$ cat config.mk
export PLATFORM = sky130hd
export DESIGN_NAME = ascii_u32_number_parser
export DESIGN_NICKNAME = d
export VERILOG_FILES = /design/src/sv/acp_pkg.sv /design/src/sv/acp_in_stage.sv /design/src/sv/acp_core.sv /design/src/sv/acp_out_stage.sv /design/src/sv/ascii_u32_number_parser.sv
export SDC_FILE = /design/constraint.sdc
export NUM_CORES = 1
export LEC_CHECK = 0
export ABC_CLOCK_PERIOD_IN_PS = 6210
export BUFFER_PORTS_ARGS = -buffer_cell sky130_fd_sc_hd__buf_2
export CORE_MARGIN = 4
export CORE_UTILIZATION = 35
export DETAILED_ROUTE_END_ITERATION = 7
export PLACE_DENSITY = 0.63
export SYNTH_ARGS = -nofsm -noshare
export SYNTH_HDL_FRONTEND = slang
export SYNTH_SLANG_ARGS = --single-unit
$ cat constraint.sdc
create_clock -name aclk -period 6.21 [get_ports aclk]
set_clock_uncertainty 0.2 [all_clocks]
set_input_delay 0.621 -clock aclk [delete_from_list [all_inputs] [get_ports aclk]]
set_output_delay 0.621 -clock aclk [all_outputs]
set_load 0.1 [all_outputs]
$ cat src/sv/acp_pkg.sv
package acp_pkg;

    typedef struct packed {
        logic [7:0] char_code;
        logic       end_mark;
    } acp_in_item_t;

    typedef struct packed {
        logic        parse_ok;
        logic [31:0] number_value;
        logic [2:0]  parse_status;
    } acp_out_item_t;

    localparam logic [2:0] ST_OK       = 3'd0;
    localparam logic [2:0] ST_EMPTY    = 3'd1;
    localparam logic [2:0] ST_PREFIX   = 3'd2;
    localparam logic [2:0] ST_BADCHAR  = 3'd3;
    localparam logic [2:0] ST_OVERFLOW = 3'd4;

    localparam logic [1:0] POS_MAX = 2'd3;

endpackage

$ cat src/sv/acp_in_stage.sv
module acp_in_stage
    import acp_pkg::*;
(
    input  logic         aclk,
    input  logic         aresetn,
    input  logic         s_valid,
    output logic         s_ready,
    input  acp_in_item_t s_item,
    output logic         q_valid,
    input  logic         q_ready,
    output acp_in_item_t q_item
);

    logic         vld_reg;
    logic         vld_next;
    acp_in_item_t item_reg;
    logic         take;

    assign s_ready = !vld_reg || q_ready;
    assign take    = s_valid && s_ready;

    always_comb begin
        if (take) begin
            vld_next = 1'b1;
        end else if (q_ready) begin
            vld_next = 1'b0;
        end else begin
            vld_next = vld_reg;
        end
    end

    always_ff @(posedge aclk) begin
        if (!aresetn) begin
            vld_reg <= 1'b0;
        end else begin
            vld_reg <= vld_next;
        end
    end

    always_ff @(posedge aclk) begin
        if (take) begin
            item_reg <= s_item;
        end
    end

    assign q_valid = vld_reg;
    assign q_item  = item_reg;

endmodule

$ cat src/sv/acp_core.sv
module acp_core
    import acp_pkg::*;
(
    input  logic          aclk,
    input  logic          aresetn,
    input  logic          in_valid,
    output logic          in_ready,
    input  acp_in_item_t  in_item,
    output logic          res_valid,
    input  logic          res_ready,
    output acp_out_item_t res_item
);

    logic [1:0]  pos_reg, pos_next;
    logic        hex_reg, hex_next;
    logic        dap_reg, dap_next;
    logic [31:0] acc_reg, acc_next;
    logic [2:0]  fail_reg, fail_next;

    logic        fire;
    logic [7:0]  c;
    logic [3:0]  digit;
    logic        digit_ok;
    logic        is_x;
    logic [35:0] prod;
    logic [35:0] sum;
    logic        ovf;
    logic [2:0]  status;

    assign c         = in_item.char_code;
    assign in_ready  = !in_item.end_mark || res_ready;
    assign fire      = in_valid && in_ready;
    assign res_valid = in_valid && in_item.end_mark;

    // digit decode
    always_comb begin
        digit    = 4'd0;
        digit_ok = 1'b0;
        case (c) inside
            [8'h30:8'h39]: begin
                digit    = 4'(c - 8'h30);
                digit_ok = 1'b1;
            end
            [8'h41:8'h46]: begin
                digit    = 4'(c - 8'h37);
                digit_ok = hex_reg;
            end
            [8'h61:8'h66]: begin
                digit    = 4'(c - 8'h57);
                digit_ok = hex_reg;
            end
            default: begin
                digit    = 4'd0;
                digit_ok = 1'b0;
            end
        endcase
    end

    assign is_x = (c == 8'h78) || (c == 8'h58);

    // value * base + digit, overflow when anything lands above bit 31
    assign prod = hex_reg ? {acc_reg, 4'b0000}
                          : ({1'b0, acc_reg, 3'b000} + {3'b000, acc_reg, 1'b0});
    assign sum  = prod + {32'd0, digit};
    assign ovf  = |sum[35:32];

    always_comb begin
        pos_next  = pos_reg;
        hex_next  = hex_reg;
        dap_next  = dap_reg;
        acc_next  = acc_reg;
        fail_next = fail_reg;
        if (fire) begin
            if (in_item.end_mark) begin
                pos_next  = 2'd0;
                hex_next  = 1'b0;
                dap_next  = 1'b0;
                acc_next  = 32'd0;
                fail_next = ST_OK;
            end else begin
                if (pos_reg != POS_MAX) begin
                    pos_next = pos_reg + 2'd1;
                end
                if (fail_reg == ST_OK) begin
                    if (pos_reg == 2'd1 && !hex_reg && acc_reg == 32'd0 && is_x) begin
                        hex_next = 1'b1;
                    end else begin
                        if (hex_reg) begin
                            dap_next = 1'b1;
                        end
                        if (!digit_ok) begin
                            fail_next = ST_BADCHAR;
                        end else if (ovf) begin
                            fail_next = ST_OVERFLOW;
                        end else begin
                            acc_next = sum[31:0];
                        end
                    end
                end
            end
        end
    end

    always_ff @(posedge aclk) begin
        if (!aresetn) begin
            pos_reg  <= 2'd0;
            hex_reg  <= 1'b0;
            dap_reg  <= 1'b0;
            acc_reg  <= 32'd0;
            fail_reg <= ST_OK;
        end else begin
            pos_reg  <= pos_next;
            hex_reg  <= hex_next;
            dap_reg  <= dap_next;
            acc_reg  <= acc_next;
            fail_reg <= fail_next;
        end
    end

    always_comb begin
        if (pos_reg == 2'd0) begin
            status = ST_EMPTY;
        end else if (fail_reg != ST_OK) begin
            status = fail_reg;
        end else if (hex_reg && !dap_reg) begin
            status = ST_PREFIX;
        end else begin
            status = ST_OK;
        end
    end

    assign res_item.parse_ok     = (status == ST_OK);
    assign res_item.number_value = (status == ST_OK) ? acc_reg : 32'd0;
    assign res_item.parse_status = status;

endmodule

$ cat src/sv/acp_out_stage.sv
module acp_out_stage
    import acp_pkg::*;
(
    input  logic          aclk,
    input  logic          aresetn,
    input  logic          res_valid,
    output logic          res_ready,
    input  acp_out_item_t res_item,
    output logic          m_valid,
    input  logic          m_ready,
    output acp_out_item_t m_item
);

    logic          vld_reg;
    logic          vld_next;
    acp_out_item_t item_reg;
    logic          load;

    assign res_ready = !vld_reg || m_ready;
    assign load      = res_valid && res_ready;

    always_comb begin
        if (load) begin
            vld_next = 1'b1;
        end else if (m_ready) begin
            vld_next = 1'b0;
        end else begin
            vld_next = vld_reg;
        end
    end

    always_ff @(posedge aclk) begin
        if (!aresetn) begin
            vld_reg <= 1'b0;
        end else begin
            vld_reg <= vld_next;
        end
    end

    always_ff @(posedge aclk) begin
        if (load) begin
            item_reg <= res_item;
        end
    end

    assign m_valid = vld_reg;
    assign m_item  = item_reg;

endmodule

$ cat src/sv/ascii_u32_number_parser.sv
// ascii_u32_number_parser: parses one unsigned 32-bit number from a character stream
// input channel s_*: one transaction per character, s_item.char_code holds the
// ascii code; a transaction with s_item.end_mark set closes the token
// output channel m_*: one transaction per closed token with parse_ok,
// number_value (zero unless ok) and parse_status (0 ok, 1 empty,
// 2 "0x" prefix with no digits, 3 bad character, 4 overflow past 32 bits)
// a leading 0x or 0X selects hex, otherwise the token is decimal
// throughput: one character per cycle, end markers included, as long as
// m_ready is not held low
// an end marker taken at s_* passes through the input register, then the
// value and status go into the output register, which raises m_valid
// a stalled result holds in the output register; characters keep flowing
// until the next end marker reaches the core, then s_ready drops
// reset (aresetn low, synchronous) clears the token state and both valids
module ascii_u32_number_parser
    import acp_pkg::*;
(
    input  logic          aclk,
    input  logic          aresetn,
    input  logic          s_valid,
    output logic          s_ready,
    input  acp_in_item_t  s_item,
    output logic          m_valid,
    input  logic          m_ready,
    output acp_out_item_t m_item
);

    logic          q_valid;
    logic          q_ready;
    acp_in_item_t  q_item;
    logic          res_valid;
    logic          res_ready;
    acp_out_item_t res_item;

    acp_in_stage u_in (
        .aclk    (aclk),
        .aresetn (aresetn),
        .s_valid (s_valid),
        .s_ready (s_ready),
        .s_item  (s_item),
        .q_valid (q_valid),
        .q_ready (q_ready),
        .q_item  (q_item)
    );

    acp_core u_core (
        .aclk      (aclk),
        .aresetn   (aresetn),
        .in_valid  (q_valid),
        .in_ready  (q_ready),
        .in_item   (q_item),
        .res_valid (res_valid),
        .res_ready (res_ready),
        .res_item  (res_item)
    );

    acp_out_stage u_out (
        .aclk      (aclk),
        .aresetn   (aresetn),
        .res_valid (res_valid),
        .res_ready (res_ready),
        .res_item  (res_item),
        .m_valid   (m_valid),
        .m_ready   (m_ready),
        .m_item    (m_item)
    );

`ifndef SYNTH
    a_ok_matches_status: assert property (@(posedge aclk) disable iff (!aresetn)
        m_valid |-> (m_item.parse_ok == (m_item.parse_status == ST_OK)))
        else $error("parse_ok disagrees with parse_status");

    a_value_zero_on_fail: assert property (@(posedge aclk) disable iff (!aresetn)
        (m_valid && !m_item.parse_ok) |-> (m_item.number_value == 32'd0))
        else $error("nonzero value on failed parse");

    a_status_range: assert property (@(posedge aclk) disable iff (!aresetn)
        m_valid |-> (m_item.parse_status == ST_OK || m_item.parse_status == ST_EMPTY
                     || m_item.parse_status == ST_PREFIX
                     || m_item.parse_status == ST_BADCHAR
                     || m_item.parse_status == ST_OVERFLOW))
        else $error("parse_status out of range");

    a_result_needs_end: assert property (@(posedge aclk) disable iff (!aresetn)
        (res_valid && res_ready) |-> q_item.end_mark)
        else $error("result produced without end marker");
`endif

endmodule

==> impl_metrics.py, run 1 <==
metrics = {
    "clock_tree": {
        "cts_tree": "built",
        "cts_resized": 0,
        "clockBufferDepth": 2,
        "cts_root_buffer": "clkbuf_16",
        "cts_made_buffers": 9,
        "postCtsSetupBuffers": 0,
        "h-tree-depth": 3,
        "clock_latency_ns": 0.36,
        "cts_hold_buf": 0,
        "clk_pin_slew_worst_paths_ns": 0.07,
        "cts_sinks": 85,
    },
    "routing": {
        "drt_wl_total_um": 18600,
        "vias": 6039,
        "ant_nets": 0,
        "drtIter0Drc": 421,
        "routedWlPerCell_um": 17.5,
        "drc": 0,
        "avgViaCountPerCell": 5.70,
        "first_pass_iters": 5,
    },
    "synthesis": {
        "yosysUniqueCellTypes": 99,
        "synth_area_leaders": "edfxtp_1, dfxtp_1, ha_1",
        "ys.flop_type": "edfxtp_1",
        "syn_area_mm2": 0.00689,
        "synth_top_family_by_area": "compound AO/OA/AOI/OAI gates",
        "synth_edf_count": 45,
        "synth_top_area_share_pct": 19.6,
        "syn_inst": 764,
        "synth.avg_cell_area_um2": 9.02,
        "yosysWarnings": 0,
        "synth_compound_area_share_pct": 25.8,
        "synth-simple-area-share_pct": 23.6,
        "synth-seq-cells": 85,
        "muxShareOfSynthArea_pct": 1.47,
        "yosys.area_share.adder_pct": 7.84,
        "synthArstFlopShare_pct": 0,
        "synth_top_cell_by_area": "edfxtp_1",
        "syn_nets": 819,
        "yosysSeqAreaShare_pct": 31.2,
        "synthXorXnorAreaFrac_pct": 4.68,
    },
    "critical_path": {
        "critPathMaxFanout": 14,
        "critPathSlowestCell": "or4b_4",
        "path_cells": "inv_1 -> ha_1 -> a21oi_1 -> a32oi_1 -> and4b_1 -> nor2b_1 -> o21ai_0 -> o21ai_0 -> inv_1 -> fa_1 -> nor2b_1 -> o21bai_1 -> or2_2 -> or4b_4 -> nor4_4 -> nand4b_1 -> mux2i_1 -> o211a_4 -> o22ai_4 -> buf_4 -> a22o_1",
        "endpoint_kind": "flip-flop",
        "crit_type": "reg2reg",
        "crit_path_start": "u_in.q_item[1]",
        "cp-start-kind": "flip-flop",
        "cp_top_family": "simple AND/OR/NAND/NOR gates",
        "r2r_start": "u_in.q_item[1]",
        "cp.arrival_ns": 5.41,
        "worstPathRequired_ns": 6.31,
        "critPathMaxStageDelay_ns": 0.57,
        "crit_buf_inv": 3,
    },
    "worst_hold_path": {
        "min_from": "s_item[8]",
        "hp-class": "in2reg",
    },
    "global_route": {
        "grt_pass1_vias": 5665,
        "grt_pass1_wl_um": 30100,
        "track_usage_pct": 17.0,
        "grt-ovfl-total": 0,
        "antenna_found_initial": 0,
        "grt_max_degree": 50,
    },
    "die": {
        "floorplan.die.width_um": 148,
        "die_y_um": 148,
        "dieArea_mm2": 0.0220,
        "core_area_mm2": 0.0194,
        "io_pins": 51,
        "start_util_pct": 35.5,
        "placementRows": 51,
    },
    "final_layout": {
        "drive_gt1_share_pct": 15.0,
        "nets": 845,
        "largest_reg_flops": 36,
        "areaGrowthSynthToFinish_pct": 9.39,
        "fin_util_pct": 38.9,
        "n_fill_cell": 1969,
        "n_antenna_cell": 0,
    },
    "placed_design": {
        "dp_hpwl_um": 14000,
        "port_buffers": 50,
        "place_congestion": 0.885,
        "dp_slack_ns": 0.919,
    },
    "timing": {
        "max_freq_mhz": 188,
        "max_slew_margin_pct": 39.9,
        "finalSetupViolCount": 0,
        "rsz0062_at_grt": "false",
        "tightest_slew_ns": 0.898,
        "min_period_over_period_pct": 85.5,
        "timing.final.crit_period_ns": 5.31,
        "finalHoldViolCount": 0,
        "worst_hold_slack_ns": 0.228,
        "setup_ws_ns": 0.899,
        "tns_ns": 0,
        "slew_viol_final": 0,
    },
    "power_and_ir_drop": {
        "powerDensity_mw_per_mm2": 168,
        "peakVddDrop_uv": 133,
        "leakage_nw": 2.98,
    },
    "job": {
        "cap_viol_max_count": 0,
    },
    "status": {
        "status": "finished, final reports clean",
    },
}
-- area by class of cell --
type,count,area [um^2],share of cell area (%)
Multi-Input combinational cell,612,4370,58.0
Sequential cell,85,2150,28.6
Tap cell,265,332,4.40
Timing Repair Buffer,56,295,3.92
Clock buffer,9,225,2.99
Inverter,26,97.6,1.29
Clock inverter,7,62.6,0.830
-- stage by stage --
step | instances | area (um^2) | power (W)
final | 1060 | 7540 | 0.00126
after detailed placement | 1044 | 7250 | 0.000723
after floorplan | 764 | 6890 | 0.000702
after global routing | 1060 | 7540 | 0.00130
after CTS | 1060 | 7540 | 0.00127
after global placement | 1044 | 7250 | 0.000721
-- metal layers --
layer	track usage (%)	wire [um]	vias up
met3	2.25	1020	19
met4	4.99	283	0
met5	0	0	-
met2	27.5	8410	194
met1	23.8	8850	2865
li1	-	-	2961
-- placed cells by master, fill, tap and decap left out, types with 7 or more instances in the layout --
| master | count |
|---|---|
| nand2_1 | 63 |
| nor2_1 | 51 |
| buf_2 | 50 |
| a21oi_1 | 48 |
| edfxtp_1 | 45 |
| ha_1 | 40 |
| dfxtp_1 | 39 |
| o21ai_0 | 33 |
| and2_1 | 32 |
| a22o_1 | 27 |
| inv_1 | 26 |
| xnor2_1 | 25 |
| nor3_1 | 22 |
| nand3_1 | 16 |
| nor4_1 | 15 |
| a21o_1 | 15 |
| nand4_1 | 14 |
| nor2b_1 | 11 |
| nand2b_1 | 10 |
| xor2_1 | 10 |
| a31oi_1 | 9 |
| mux2i_1 | 9 |
| o21a_1 | 9 |
| o211ai_1 | 9 |
| clkbuf_16 | 9 |
| o21bai_1 | 7 |
| and3_1 | 7 |
-- cell usage after synthesis (all sizes together), types with 4 or more instances --
master   instances
and2            35
nand3           17
nand4b           4
or2              6
ha              40
mux2i            9
nand2           63
xnor2           25
dfxtp           40
a21o            15
o211ai          11
o2111ai          5
o21ai           35
or3              6
xor2            11
a31oi           11
and4             5
edfxtp          45
nand2b          10
o221ai           4
buf             18
nor4            17
a21oi           48
a211oi          10
a221oi           5
nor2            52
clkbuf          23
a22o            27
a32o             4
o2bb2ai          5
o21a             9
o22ai            7
nand4           16
nor3            24
inv             26
o21bai           7
nor2b           11
and3             7
nor3b            4
-- worst reg2reg max path, cell delays in order, from the launching register on --
cell	delay, ns
edfxtp_1	0.45
inv_1	0.15
ha_1	0.16
a21oi_1	0.07
a32oi_1	0.18
and4b_1	0.33
nor2b_1	0.16
o21ai_0	0.07
o21ai_0	0.13
inv_1	0.10
fa_1	0.46
nor2b_1	0.13
o21bai_1	0.09
or2_2	0.33
or4b_4	0.57
nor4_4	0.25
nand4b_1	0.16
mux2i_1	0.17
o211a_4	0.29
o22ai_4	0.36
buf_4	0.28
a22o_1	0.15
-- power breakdown --
group	internal, W	switching (W)	total (W)
clock	0.000283	0.000272	0.000555
sequential	0.000601	0.00000672	0.000608
combinational	0.0000203	0.0000805	0.000101
-- path summary, 6_finish.rpt --
kind                             to  slack, ns  cells past startpoint
hold / removal       u_in.q_item[8]       0.23                      1
setup / recovery  u_core.acc_reg[6]       0.90                     21
setup reg to reg  u_core.acc_reg[6]       0.90                     21
hold reg to reg      u_core.dap_reg       0.25                      2
-- cells by family after synthesis --
group                    count (synthesis)
AND/OR/NAND/NOR                        287
AO/OA/AOI/OAI                          237
flip-flops                              85
buffers and inverters                   67
adder cells (fa/ha/maj)                 42
XOR/XNOR                                36
multiplexers                            10
Power figures use the tool's default switching activity.
==> run 2, diff against run 1 <==
--- a/config.mk
+++ b/config.mk
@@ -6,7 +6,7 @@
 export NUM_CORES = 1
 export LEC_CHECK = 0
 export ABC_CLOCK_PERIOD_IN_PS = 6210
-export BUFFER_PORTS_ARGS = -buffer_cell sky130_fd_sc_hd__buf_2
+export BUFFER_PORTS_ARGS = -buffer_cell sky130_fd_sc_hd__buf_4
 export CORE_MARGIN = 4
 export CORE_UTILIZATION = 35
 export DETAILED_ROUTE_END_ITERATION = 7
==> impl_metrics.py, run 2 (synthesis gave the netlist of run 1 again) <==
metrics = {
    "status": {
        "status": "finished, final reports clean",
    },
    "final_layout": {
        "n_fill_cell": 1976,
        "drive_gt1_share_pct": 14.9,
        "nets": 844,
        "largest_reg_flops": 36,
        "n_antenna_cell": 0,
        "areaGrowthSynthToFinish_pct": 11.3,
        "final_cell_mix": "nand2_1, buf_4, nor2_1",
        "mostFrequentLayoutCell": "nand2_1",
        "stdcell_area_mm2": 0.00767,
    },
    "critical_path": {
        "critPathMaxFanout": 32,
        "path_cells": "inv_1 -> ha_1 -> a21oi_1 -> a32oi_1 -> and4b_1 -> nor2b_1 -> o21ai_0 -> o21ai_0 -> inv_1 -> fa_1 -> nor2b_1 -> o21bai_1 -> or2_2 -> or4b_4 -> nor4_4 -> nand4b_1 -> mux2i_1 -> o211a_4 -> o22ai_4 -> buf_4 -> a22o_1",
        "r2r_end": "u_core.acc_reg[10]",
        "worstPathRequired_ns": 6.30,
        "r2r_cells": 21,
        "crit_type": "reg2reg",
        "crit_buf_inv": 3,
        "r2r_setup_slack_ns": 1.07,
        "r2r_start": "u_in.q_item[1]",
        "critPathSlowestCell": "or4b_4",
        "critPathMaxStageDelay_ns": 0.57,
        "cp.arrival_ns": 5.24,
        "endpoint_kind": "flip-flop",
        "cp_top_family": "simple AND/OR/NAND/NOR gates",
        "cp-start-kind": "flip-flop",
    },
    "timing": {
        "slew_viol_final": 0,
        "tns_ns": 0,
        "timing.final.crit_period_ns": 5.14,
        "tightest_slew_ns": 0.897,
        "min_period_over_period_pct": 82.8,
        "max_freq_mhz": 194,
        "finalSetupViolCount": 0,
        "setup_ws_ns": 1.07,
        "finalHoldViolCount": 0,
        "max_slew_margin_pct": 39.9,
        "rsz0062_at_grt": "false",
        "worst_hold_slack_ns": 0.240,
    },
    "routing": {
        "first_pass_iters": 7,
        "top_layer_used": "met4",
        "drtIter0Drc": 483,
        "drc": 0,
        "ant_nets": 0,
        "met1_length_um": 8560,
        "dr_wl_met2_um": 8330,
        "wl_met3_um": 1030,
        "drt_wl_total_um": 18200,
        "vias": 5942,
        "avgViaCountPerCell": 5.61,
        "routedWlPerCell_um": 17.2,
    },
    "placed_design": {
        "dp_slack_ns": 1.10,
        "port_buffers": 50,
        "place_congestion": 0.867,
        "dp_hpwl_um": 13700,
        "dpl-instance-area_mm2": 0.00737,
    },
    "power_and_ir_drop": {
        "clkPwrFrac_pct": 43.8,
        "seq_power_share_pct": 47.9,
        "power.switching_w": 0.000330,
        "leakage_nw": 3.02,
        "peakVddDrop_uv": 160,
        "power_w": 0.00127,
        "swShare_pct": 25.9,
        "powerDensity_mw_per_mm2": 166,
        "comb_power_share_pct": 8.3,
        "p_int_w": 0.000940,
    },
    "clock_tree": {
        "clockBufferDepth": 2,
        "cts_made_buffers": 9,
        "h-tree-depth": 3,
        "cts_resized": 0,
        "cts_sinks": 85,
        "postCtsSetupBuffers": 0,
        "cts_tree": "built",
        "clock_latency_ns": 0.36,
        "cts_root_buffer": "clkbuf_16",
        "cts_hold_buf": 0,
        "clk_pin_slew_worst_paths_ns": 0.06,
    },
    "global_route": {
        "grt_pass1_wl_um": 28900,
        "grt-ovfl-total": 0,
        "antenna_found_initial": 0,
        "track_usage_pct": 16.3,
        "grt_pass1_vias": 5584,
        "grt_max_degree": 43,
    },
    "die": {
        "start_util_pct": 35.5,
        "io_pins": 51,
        "core_area_mm2": 0.0194,
        "dieArea_mm2": 0.0220,
        "placementRows": 51,
        "floorplan.die.width_um": 148,
        "die_y_um": 148,
    },
    "job": {
        "cap_viol_max_count": 0,
    },
    "worst_hold_path": {
        "holdPathEnd": "u_in.q_item[8]",
        "hp-class": "in2reg",
        "min_from": "s_item[8]",
        "hold_depth": 1,
    },
}
[run 2: cell types whose count changed in the layout (fill, tap and decap cells not counted), sizes merged]
cell,delta
inv,-4
clkinvlp,+2
buf,-1
bufinv,+1
clkinv,+1
[run 2: power by group through the flow]
stage	clock network [W]	registers (W)	logic, W
2_1_floorplan	0	0.000666	0.0000362
3_3_place_gp	0	0.000621	0.000106
3_5_place_dp	0	0.000621	0.000106
4_1_cts	0.000566	0.000609	0.000106
5_1_grt	0.000588	0.000610	0.000112
6_report	0.000556	0.000609	0.000105
[run 2: per-stage QoR]
| stage | util (%) | instances |
|---|---|---|
| 2_1_floorplan | - | 764 |
| 6_report | 39.5 | 1059 |
| 5_1_grt | 39.5 | 1059 |
| 4_1_cts | 39.5 | 1059 |
| 3_5_place_dp | 38.0 | 1043 |
| 3_3_place_gp | 38.0 | 1043 |
[run 2: how the worst max path moves through the flow]
stage	start	to	slack [ns]	cells past startpoint
2_1_floorplan	u_core.hex_reg	u_core.acc_reg[20]	1.16	22
5_1_grt	u_in.q_item[1]	u_core.acc_reg[8]	0.75	21
4_1_cts	u_in.q_item[1]	u_core.acc_reg[10]	1.08	21
3_3_place_gp	u_in.q_item[1]	u_core.acc_reg[13]	1.18	21
6_report	u_in.q_item[1]	u_core.acc_reg[10]	1.07	21
3_5_place_dp	u_in.q_item[1]	u_core.acc_reg[21]	1.10	21
[run 2: cell type report]
cell class	instances	area [um^2]	area share, %
clock inverter	7	73.8	0.963
inverter	26	97.6	1.27
sequential	85	2150	28.1
timing repair buffer	55	413	5.39
clock buffer	9	225	2.94
multi-input combinational	612	4370	57.0
tap	265	332	4.32
[run 2: routing by layer]
metal	vias up	track usage (%)
met3	20	2.71
met5	-	0
met4	0	4.39
li1	2956	-
met1	2791	22.9
met2	175	26.1
==> run 3, diff against run 2 <==
--- a/config.mk
+++ b/config.mk
@@ -5,7 +5,8 @@
 export SDC_FILE = /design/constraint.sdc
 export NUM_CORES = 1
 export LEC_CHECK = 0
-export ABC_CLOCK_PERIOD_IN_PS = 6210
+export ABC_AREA = 1
+export ABC_CLOCK_PERIOD_IN_PS = 5000
 export BUFFER_PORTS_ARGS = -buffer_cell sky130_fd_sc_hd__buf_4
 export CORE_MARGIN = 4
 export CORE_UTILIZATION = 35
==> constraint.sdc (replaced) <==
create_clock -name aclk -period 5 [get_ports aclk]
set_clock_uncertainty 0.2 [all_clocks]
set_input_delay 0.5 -clock aclk [delete_from_list [all_inputs] [get_ports aclk]]
set_output_delay 0.5 -clock aclk [all_outputs]
set_load 0.1 [all_outputs]
==> impl_metrics.py, run 3 <==
metrics = {
    "critical_path": {
        "r2r_cells": 35,
        "cp.arrival_ns": 4.62,
        "r2r_setup_slack_ns": 0.47,
        "crit_buf_inv": 7,
        "cp_top_family": "simple AND/OR/NAND/NOR gates",
        "critPathMaxStageDelay_ns": 0.47,
        "worstPathRequired_ns": 5.09,
        "critPathMaxFanout": 12,
        "cp-start-kind": "flip-flop",
        "crit_type": "reg2reg",
        "crit_path_frequent_cell": "nand2_1",
        "crit_path_start": "u_in.q_item[1]",
        "endpoint_kind": "flip-flop",
        "r2r_start": "u_in.q_item[1]",
        "r2r_end": "u_core.acc_reg[19]",
        "critPathSlowestCell": "edfxtp_1",
    },
    "job": {
        "cap_viol_max_count": 0,
    },
    "global_route": {
        "track_usage_pct": 19.2,
        "grt_pass1_wl_um": 37800,
        "grt-ovfl-total": 0,
        "grt_pass1_vias": 7524,
        "antenna_found_initial": 0,
        "grt_max_degree": 58,
    },
    "timing": {
        "finalHoldViolCount": 0,
        "min_period_over_period_pct": 90.6,
        "max_slew_margin_pct": 36.7,
        "max_freq_mhz": 221,
        "timing.final.crit_period_ns": 4.53,
        "tns_ns": 0,
        "finalSetupViolCount": 0,
        "worst_hold_slack_ns": 0.119,
        "slew_viol_final": 0,
        "tightest_slew_ns": 0.948,
    },
    "routing": {
        "vias": 8240,
        "drtIter0Drc": 657,
        "drc": 0,
        "drt_wl_total_um": 23900,
        "first_pass_iters": 5,
        "routedWlPerCell_um": 14.6,
        "avgViaCountPerCell": 5.04,
        "ant_nets": 0,
    },
    "final_layout": {
        "multiInputGateArea_mm2": 0.00469,
        "final_cell_mix": "nand2_1, inv_1, nor2_1",
        "largest_reg_flops": 36,
        "fin_cells": 1634,
        "nets": 1404,
        "ff_latch_area_mm2": 0.00215,
        "n_antenna_cell": 0,
        "drive_gt1_share_pct": 11.2,
        "areaGrowthSynthToFinish_pct": 13.5,
        "stdcell_area_mm2": 0.00889,
        "n_fill_cell": 2428,
        "mostFrequentLayoutCell": "nand2_1",
    },
    "die": {
        "io_pins": 51,
        "dieArea_mm2": 0.0248,
        "placementRows": 54,
        "start_util_pct": 35.8,
        "floorplan.die.width_um": 158,
        "core_area_mm2": 0.0219,
        "die_y_um": 158,
    },
    "clock_tree": {
        "h-tree-depth": 3,
        "cts_tree": "built",
        "cts_sinks": 85,
        "cts_made_buffers": 9,
        "clockBufferDepth": 2,
        "clk_pin_slew_worst_paths_ns": 0.07,
        "cts_root_buffer": "clkbuf_16",
        "clock_latency_ns": 0.36,
    },
    "placed_design": {
        "port_buffers": 50,
        "dpl-instance-area_mm2": 0.00845,
        "dp_hpwl_um": 18400,
        "dpl.cell_count": 1611,
        "place_congestion": 0.943,
    },
    "synthesis": {
        "yosys.area_share.adder_pct": 6.90,
        "yosysUniqueCellTypes": 42,
        "synth-simple-area-share_pct": 44.5,
        "synth_edf_count": 45,
        "synth_most_common_cell": "nand2_1",
        "synth_top_family_by_area": "simple AND/OR/NAND/NOR gates",
        "synthArstFlopShare_pct": 0,
        "synthXorXnorAreaFrac_pct": 0.112,
        "synth.avg_cell_area_um2": 6.00,
        "syn_nets": 1361,
        "synth_compound_area_share_pct": 7.65,
        "yosysWarnings": 0,
        "netlist_top_cells_count": "nand2_1, inv_1, nor2_1",
        "syn_inst": 1306,
        "ys.flop_type": "edfxtp_1",
        "synth-seq-cells": 85,
        "synth_top_cell_by_area": "nand2_1",
        "synth_area_leaders": "nand2_1, edfxtp_1, dfxtp_1",
        "syn_area_mm2": 0.00783,
        "muxShareOfSynthArea_pct": 0,
        "synth_top_area_share_pct": 20.4,
        "yosysSeqAreaShare_pct": 27.5,
    },
    "worst_hold_path": {
        "hp-class": "in2reg",
        "holdPathEnd": "u_in.q_item[3]",
        "min_from": "s_item[3]",
        "hold_depth": 1,
    },
    "power_and_ir_drop": {
        "peakVddDrop_uv": 172,
        "leakage_nw": 4.29,
        "power_w": 0.00210,
        "powerDensity_mw_per_mm2": 237,
    },
    "status": {
        "status": "finished, final reports clean",
    },
}
## run 3: cell count changes after synthesis, moves of 15 or more
cell	previous run	this run
nand2_1	63	426
inv_1	26	213
nand3_1	16	135
nor2_1	51	168
and2_1	32	2
a22o_1	27	0
xnor2_1	25	0
a21o_1	15	0
nand2_2	0	15
## run 3: timing repair
item,4_1_cts,5_1_grt
setup buffers,0,5
endpoints found under the setup margin,0,32
gates resized for setup,0,11
hold buffers,0,0
## run 3: cells by family (layout without fill, tap and decap cells)
logic type                 Yosys count  in the layout
and+or+nand+nor                    813            813
buffers and inverters              259            307
AOI/OAI and AO/OA                  106            106
DFF                                 85             85
adders and majority gates           42             42
xor gates and xnor gates             1              1
## run 3: layout make-up
| cell class | instances | area share, % |
|---|---|---|
| clock buffers | 9 | 2.53 |
| clock inverters | 7 | 0.915 |
| inverters | 226 | 9.55 |
| multi-input cells | 962 | 52.8 |
| flip-flops and latches | 85 | 24.2 |
| well taps | 280 | 3.94 |
| repair buffers | 65 | 6.03 |
## run 3: worst max-delay path by stage
stage / to / cells after the start
after floorplan: u_core.acc_reg[18] / 35
after global placement: u_core.acc_reg[7] / 35
after detailed placement: u_core.acc_reg[2] / 35
after CTS: u_core.acc_reg[13] / 35
after global routing: u_core.acc_reg[19] / 33
final: u_core.acc_reg[19] / 35
## run 3: routing by layer
metal | vias to the layer above | wire (um) | share of wire, % | global-route usage [%]
met5 | - | 0 | 0 | 0
met4 | 0 | 609 | 2.5 | 6.31
met3 | 47 | 1320 | 5.5 | 1.97
met2 | 252 | 10800 | 45 | 31.0
met1 | 3749 | 11200 | 47 | 26.8
li1 | 4192 | - | - | -
## run 3: worst reg2reg max path: cells and delay by family (launching register included)
family | cells | cell delay (ns)
adder cells (fa/ha/maj) | 3 | 0.69
buffers and inverters | 7 | 0.70
AND/OR/NAND/NOR | 20 | 1.82
flip-flops | 1 | 0.47
AO/OA/AOI/OAI | 5 | 0.58
## run 3: stage by stage
stage	setup slack, ns	util, %
2_1_floorplan	0.718	-
4_1_cts	0.264	40.0
3_5_place_dp	0.261	38.6
3_3_place_gp	0.404	38.6
6_report	0.468	40.6
5_1_grt	-0.00340	40.6
## run 3: power breakdown
group	total, W	leakage, nW	switching [W]	internal, W
Clock	0.000723	0.141	0.000328	0.000395
Combinational	0.000571	3.40	0.000399	0.000173
Sequential	0.000809	0.757	0.0000427	0.000766
